$ cat src/hdl/rc_pkg.sv
// Shared types, constants and helper functions for the radix converter.
// No dependencies; rc_if, rc_alu and radix_converter import this package.
package rc_pkg;

  localparam int unsigned RC_WORD_W         = 64;
  localparam int unsigned RC_NUM_W          = 60;
  localparam int unsigned RC_BASE_W         = 4;
  localparam int unsigned RC_DIGIT_W        = 4;
  localparam int unsigned RC_MAX_IN_DIGITS  = 18;
  localparam int unsigned RC_MAX_OUT_DIGITS = 60;

  localparam logic [RC_BASE_W-1:0] RC_BASE_MIN = 4'd2;
  localparam logic [RC_BASE_W-1:0] RC_BASE_MAX = 4'd10;

  // Operands of the shared arithmetic unit
  typedef struct packed {
    logic [RC_WORD_W-1:0]  mul_a;
    logic [RC_BASE_W-1:0]  mul_b;
    logic [RC_DIGIT_W-1:0] mul_c;
    logic [RC_WORD_W-1:0]  sub_x;
    logic [RC_WORD_W-1:0]  sub_y;
    logic                  y_from_prod;
  } alu_in_t;

  typedef struct packed {
    logic [RC_WORD_W-1:0] prod;
    logic [RC_WORD_W-1:0] diff;
    logic                 ge;
  } alu_out_t;

  // Powers of ten up to 10^19, the largest that fits 64 bits
  function automatic logic [RC_WORD_W-1:0] pow10(input logic [4:0] k);
    logic [RC_WORD_W-1:0] r;
    unique case (k)
      5'd0:    r = 64'd1;
      5'd1:    r = 64'd10;
      5'd2:    r = 64'd100;
      5'd3:    r = 64'd1000;
      5'd4:    r = 64'd10000;
      5'd5:    r = 64'd100000;
      5'd6:    r = 64'd1000000;
      5'd7:    r = 64'd10000000;
      5'd8:    r = 64'd100000000;
      5'd9:    r = 64'd1000000000;
      5'd10:   r = 64'd10000000000;
      5'd11:   r = 64'd100000000000;
      5'd12:   r = 64'd1000000000000;
      5'd13:   r = 64'd10000000000000;
      5'd14:   r = 64'd100000000000000;
      5'd15:   r = 64'd1000000000000000;
      5'd16:   r = 64'd10000000000000000;
      5'd17:   r = 64'd100000000000000000;
      5'd18:   r = 64'd1000000000000000000;
      5'd19:   r = 64'd10000000000000000000;
      default: r = '0;
    endcase
    return r;
  endfunction

  // Highest digit bit needed in a given base: 2^(result+1) >= base
  function automatic logic [1:0] digit_steps(input logic [RC_BASE_W-1:0] base);
    logic [1:0] r;
    priority if (base <= 4'd2) r = 2'd0;
    else if (base <= 4'd4)     r = 2'd1;
    else if (base <= 4'd8)     r = 2'd2;
    else                       r = 2'd3;
    return r;
  endfunction

endpackage

$ cat src/hdl/rc_alu.sv
// Shared arithmetic unit: multiply by a 4-bit base and add a digit, and a
// 64-bit compare/subtract whose subtrahend may be the product. Uses rc_pkg.
module rc_alu import rc_pkg::*; (
  input  alu_in_t  op_i,
  output alu_out_t res_o
);

  logic [RC_WORD_W-1:0] pp [RC_BASE_W];
  logic [RC_WORD_W-1:0] y;
  logic [RC_WORD_W:0]   d;

  always_comb begin
    for (int i = 0; i < RC_BASE_W; i++) begin
      pp[i] = op_i.mul_b[i] ? (op_i.mul_a << i) : '0;
    end
    res_o.prod = pp[0] + pp[1] + pp[2] + pp[3] + RC_WORD_W'(op_i.mul_c);
    y          = op_i.y_from_prod ? res_o.prod : op_i.sub_y;
    d          = {1'b0, op_i.sub_x} - {1'b0, y};
    res_o.diff = d[RC_WORD_W-1:0];
    res_o.ge   = ~d[RC_WORD_W];
  end

endmodule

$ cat config.mk
export PLATFORM = sky130hd
export DESIGN_NAME = rc_alu
export DESIGN_NICKNAME = d
export VERILOG_FILES = /design/src/hdl/rc_pkg.sv /design/src/hdl/rc_alu.sv
export SDC_FILE = /design/constraint.sdc
export NUM_CORES = 1
export LEC_CHECK = 0
export BUFFER_PORTS_ARGS = -buffer_cell sky130_fd_sc_hd__buf_2
export CAP_MARGIN = 10
export CORE_MARGIN = 10
export CORE_UTILIZATION = 55
export DETAILED_ROUTE_END_ITERATION = 8
export PLACE_DENSITY = 0.83
export SLEW_MARGIN = 30
export SYNTH_ARGS = -nofsm -noshare
export SYNTH_HDL_FRONTEND = slang
export SYNTH_SLANG_ARGS = --single-unit
$ cat constraint.sdc
create_clock -name vclk -period 17.8
set_input_delay 0.89 -clock vclk [all_inputs]
set_output_delay 0.89 -clock vclk [all_outputs]
set_load 0.01 [all_outputs]
* After elaboration in Yosys (flattened, before gate mapping)
Index checks and enable logic that the tools add are counted.
** Word-level totals
- Flip-flop bits (word level) :: 0
- Output and inout port bits :: 129
- Logic and storage cells :: 11
** Cells by class
- $add $sub $neg :: 5
- Mux-type cells :: 5
- Bitwise gates (word level) :: 1
** Operators with widths (number)
- two-way mux 64 bit :: 5
- adder 64 bit :: 3
- subtractor 64 x 64 -> 65 bit :: 1
- adder 64 x 4 -> 64 bit :: 1
- inverter 1 bit :: 1

* Logic depth before layout (Yosys ltp)
Gate-level depths: netlist (run 1).
- Word-level depth :: 8
- Gate-level depth with buffers :: 33
- Mapped depth without buffers :: 30

* Worst setup path before layout (run 1)
OpenSTA, ideal clock, no wires.
- Kind :: input to output
- From :: input port op_i[136] in the netlist's numbering
- To :: output port res_o[59] in the netlist's numbering
- Arrival :: 7.558 ns
- Data required time :: 16.910 ns
- Setup slack :: 9.352 ns
- Cell stages on the path :: 32
- Path buffers :: 3
- Cells stage by stage :: clkbuf_1 clkbuf_1 nand2_1 fa_1 inv_1 fa_1 fa_1 ha_1 inv_1 fa_1 nand2b_1 a211oi_2 a2111oi_4 o21ai_4 a41oi_4 o21ai_4 a21boi_2 o21ai_2 xor2_1 mux2i_1 ha_1 clkbuf_1 a21oi_1 o21ai_0 a211oi_1 o21ai_0 o21ai_0 nand4_1 a31o_1 a21o_1 a221oi_2 xnor2_1
** RTL lines
- start: declaration :: line rc_alu.sv:4 : input alu_in_t op_i,
- end: declaration :: line rc_alu.sv:5 : output alu_out_t res_o

==> run metrics, run 1 <==
GR peak layer=met2; Site Rows=56; WL per Instance=20.25 um; FFs & Latches=0; CLK BUF=0; Vias per Instance=6.074; FF+latch area=0 um2; met3 Usage GRT=3.681%; Yosys top cell area share=19.53%; Final Hold Vio Count=0; Leak=7.795 nW; global-route usage over all layers=28.61%; Tightest Hold Check Type=in2out; GR Layer Usage met2=44.31%; number of global-route vias before repair=13.42k; count of hold buffers inserted by post-cts repair=0; GP Congestion=0.9820; worst slew pin tran=0.9054 ns; full die area=30010 um2; area delta synth->final=13.73%; Yosys warning count=0; post-synthesis sequential area ratio=0%; cell mode on critical path=fa_1; fmax=0.1072 GHz; startpoint types=input pin; layout cells sized above 1=18.84%; chip height=173.2 um; CP peak stage delay=0.56 ns; crit-path max FO=62; GR Util met1=41.70%; DRT iter0 DRCs=1252; Initial Util=55.52%; DRC errors left=0; hpwl dp=39.53 mm; setup repair after global routing missed its margin=false; post-cts sizing count=0; Vias=13.62k; largest area contributor in the netlist=fa_1; CP max stage cell=fa_1; Syn Inst Count=1670; syn nets=2183; Layout Nets=2436; Min Hold Slack=2.158 ns; fin util=63.15%; Cell Area, Synth=12920 um2; pwr/cell area=119.7 nW/um2; synth unique cells=74; critical path type=in2out; Remaining Overflow, GRT=0; CP Capture Type=primary output; Rel. slew slack=39.64%; Final WS setup=8.469 ns; Setup-failing EPs final=0; post-layout min period=9.331 ns; Pre-antenna DRT Iters=5; syn avg cell area=7.734 um2; main area contributors after synthesis=fa_1 (20%), ha_1 (18%), and2_1 (7.7%), nand2_1 (5.7%), a21oi_1 (5.3%); Buffers on Ports=330; Ports=330; VDD IR max=59.16 uV; Sum Neg Setup Slack=0 ns; period utilization=52.42%; crit path DAT=8.44 ns; Critical Path RT=16.91 ns; Hold Crit Depth=3; pre-CTS setup slack=8.309 ns; Core ar.=23260 um2; buffer count from post-CTS setup fixing=0; fillers=2119; Final ANT Viol Nets=0; Die X=173.2 um; largest net degree at the start of global routing=65; first-pass GRT wire length=72.20 mm; initial antenna violation count=3; Slew Limit Fails=0; Max Cap Viol=0; outcome=complete, no violations; final WL=45.43 mm
## cell families (layout without fill, tap and decap cells)
kind of cell	Yosys count	in the layout	share of synthesized area [%]
AOI/OAI and AO/OA	421	421	21.54
muxes	64	64	4.979
adders and majority gates	312	312	37.55
other	0	3	0
and+or+nand+nor	570	570	22.32
xor gates and xnor gates	123	123	8.341
buffers and inverters	180	431	5.270
## layout make-up
class	instances	area (um2)	share of cell area, %
multi-input cells	1490	12240	83.30
inverters	98	367.9	2.504
well taps	319	399.1	2.717
repair buffers	333	1679	11.43
diodes	3	7.507	0.05111
## path summary, 6_finish.rpt
path	start	endpoint	slack, ns
max	op_i[135]	res_o[59]	8.47
min	op_i[129]	res_o[65]	2.16
## stage by stage
| stage | instances | cell area (um2) | power (mW) |
|---|---|---|---|
| 2_1_floorplan | 1670 | 12920 | 1.122 |
| 3_3_place_gp | 2240 | 14680 | 1.705 |
| 3_5_place_dp | 2240 | 14680 | 1.719 |
| 4_1_cts | 2240 | 14680 | 1.730 |
| 5_1_grt | 2243 | 14690 | 1.906 |
| 6_report | 2243 | 14690 | 1.758 |
## critical path, delay by kind of cell
family	cells	cell delay, ns
muxes	1	0.12
buffers and inverters	5	0.83
and+or+nand+nor	3	0.54
adders and majority gates	6	2.57
xor gates and xnor gates	2	0.42
AOI/OAI and AO/OA	15	3.02
## cell usage after synthesis, types with 11 or more instances
library cell / count
ha_1: 186
a21o_1: 79
a31oi_1: 15
inv_1: 98
o21bai_1: 22
nand4_1: 33
nand2_1: 195
xor2_1: 48
a21oi_1: 138
and3_1: 20
and2_1: 159
nor2b_1: 11
o21ai_0: 66
nand2b_1: 11
clkbuf_1: 75
nor2_1: 71
nand3_1: 23
nor3_1: 20
fa_1: 126
o21ai_1: 15
mux2i_1: 62
xnor2_1: 75
o211ai_1: 11
## power by group
part           switching [mW]    total (mW)  internal, mW
logic                    1.09          1.76         0.670
clock network               0  0.0000000226  0.0000000226
registers                   0             0             0
total                    1.09          1.76         0.670
## placed cells by master, fill, tap and decap left out, types with 71 or more instances in the layout
cell type    n
buf_2      328
nand2_1    195
ha_1       186
and2_1     159
a21oi_1    138
fa_1       126
inv_1       98
a21o_1      79
xnor2_1     75
nor2_1      71
## layer usage
layer  up-vias  routed length (um)
met1      6558               21000
met2       664               20000
li1       6339                   -
met4         0                 959
met3        63                3468
met5         -                   0
Note: power is estimated with default switching activity, not from simulation.
==> inputs of run 2 (changes only) <==
==> constraint.sdc (replaced) <==
create_clock -name vclk -period 8.6
set_input_delay 0.43 -clock vclk [all_inputs]
set_output_delay 0.43 -clock vclk [all_outputs]
set_load 0.01 [all_outputs]
==> run metrics, run 2 (synthesis gave the netlist of run 1 again) <==
CP max stage cell=fa_1 (unchanged); post-layout min period=8.092 ns; CP peak stage delay=0.56 ns (about the same); startpoint types=input pin (unchanged); outcome=complete, no violations (unchanged); Die X=173.2 um (unchanged); setup repair after global routing missed its margin=false (unchanged); layout cells sized above 1=19.02% (was 18.84%); worst slew pin tran=0.6203 ns (was 0.9054 ns); global-route usage over all layers=28.04% (was 28.61%); Initial Util=55.52% (unchanged); pre-CTS setup slack=0.4996 ns (was 8.309 ns); Vias per Instance=6.091 (was 6.074); Vias=13.67k (was 13.62k); Rel. slew slack=58.65% (was 39.64%); Layout Nets=2439 (was 2436); DRT iter0 DRCs=1222 (was 1252); Sum Neg Setup Slack=0 ns (unchanged); Core ar.=23260 um2 (unchanged); Critical Path RT=8.17 ns (was 16.91 ns); CP Capture Type=primary output (unchanged); Max Cap Viol=0 (unchanged); crit-path max FO=20 (was 62); Slew Limit Fails=0 (unchanged); number of global-route vias before repair=13.29k (was 13.42k); DRC errors left=0 (unchanged); area delta synth->final=13.98% (was 13.73%); Tightest Hold Check Type=in2out (unchanged); CP delay by family, top=compound AO/OA/AOI/OAI gates (unchanged); FF+latch area=0 um2 (unchanged); full die area=30010 um2 (unchanged); critical path type=in2out (unchanged); pwr/cell area=246.4 nW/um2 (was 119.7 nW/um2); Final Hold Vio Count=0 (unchanged); largest net degree at the start of global routing=64 (was 65); hpwl dp=38.94 mm (was 39.53 mm); count of hold buffers inserted by post-cts repair=0 (unchanged); final WL=44.59 mm (was 45.43 mm); chip height=173.2 um (unchanged); CLK BUF=0 (unchanged); first-pass GRT wire length=71.00 mm (was 72.20 mm); Final ANT Viol Nets=0 (unchanged); Ports=330 (unchanged); WL per Instance=19.86 um (was 20.25 um); commonest non-fill, non-tap cell in the layout=buf_2 (unchanged); GP Congestion=1.010 (was 0.9820); period utilization=94.10%; area of the multi-input gates=12240 um2 (about the same); Pre-antenna DRT Iters=6 (was 5); cell mode on critical path=fa_1 (unchanged); initial antenna violation count=2 (was 3); fillers=2120 (was 2119); crit path DAT=7.66 ns (was 8.44 ns); Remaining Overflow, GRT=0 (unchanged); Setup-failing EPs final=0 (unchanged); Final WS setup=0.5077 ns (was 8.469 ns); fmax=0.1236 GHz; Site Rows=56 (unchanged); FFs & Latches=0 (unchanged); most frequent cells in the layout=buf_2 (326), nand2_1 (195), ha_1 (186) (was buf_2 (328), nand2_1 (195), ha_1 (186)); Critical path buffers and inverters=4 (was 5); Leak=7.813 nW (was 7.795 nW); Buffers on Ports=330 (unchanged); VDD IR max=120.4 uV (was 59.16 uV)
[run 2: cell count changes in the layout (fill, tap and decap cells not counted)]
cell | previous run | this run
a21oi_2 | 1 | 2
buf_2 | 328 | 326
diode_2 | 3 | 2
buf_4 | 5 | 7
a21oi_1 | 138 | 137
buf_6 | 0 | 1
o21ai_0 | 66 | 65
clkbuf_4 | 0 | 2
o21ai_1 | 15 | 16
[run 2: routing by layer]
layer | GRT usage (%) | wire, um | up-vias
met5 | 0 | 0 | -
met2 | 43.76 | 19570 | 706
met4 | 5.354 | 988 | 0
li1 | - | - | 6335
met3 | 4.705 | 4062 | 80
met1 | 39.92 | 19970 | 6553
[run 2: power breakdown]
group / switching (mW) / total (mW) / internal (mW)
combinational: 2.24 / 3.63 / 1.39
sequential: 0 / 0 / 0
clock: 0 / 0.0000000313 / 0.0000000313
[run 2: path summary, 6_finish.rpt]
path,from,endpoint,slack [ns],cells past startpoint
max,op_i[136],res_o[59],0.51,31
min,op_i[129],res_o[65],1.21,3
[run 2: area by class of cell]
type	count	area share, %
Multi-Input combinational cell	1490	83.14
Timing Repair Buffer	336	11.62
Tap cell	319	2.711
Inverter	98	2.499
Antenna cell	2	0.03400
[run 2: tightest hold or removal path: stages]
cell and delay (ns):
buf_2 0.08, ha_1 0.14, buf_2 0.13
[run 2: repair_timing]
item	4_1_cts	5_1_grt
setup buffers	0	0
resized for setup	0	7
endpoints found under the setup margin	0	2
hold endpoints to repair	0	0
[run 2: per-stage QoR]
step	hold slack [ns]	cell area, um2	power [mW]	util [%]	cells
floorplan	1.021	12920	2.322	-	1670
global placement	1.227	14700	3.503	63.20	2243
global route	1.242	14720	3.932	63.29	2245
finish	1.211	14720	3.628	63.29	2245
CTS	1.213	14700	3.561	63.20	2243
detailed placement	1.202	14700	3.538	63.20	2243
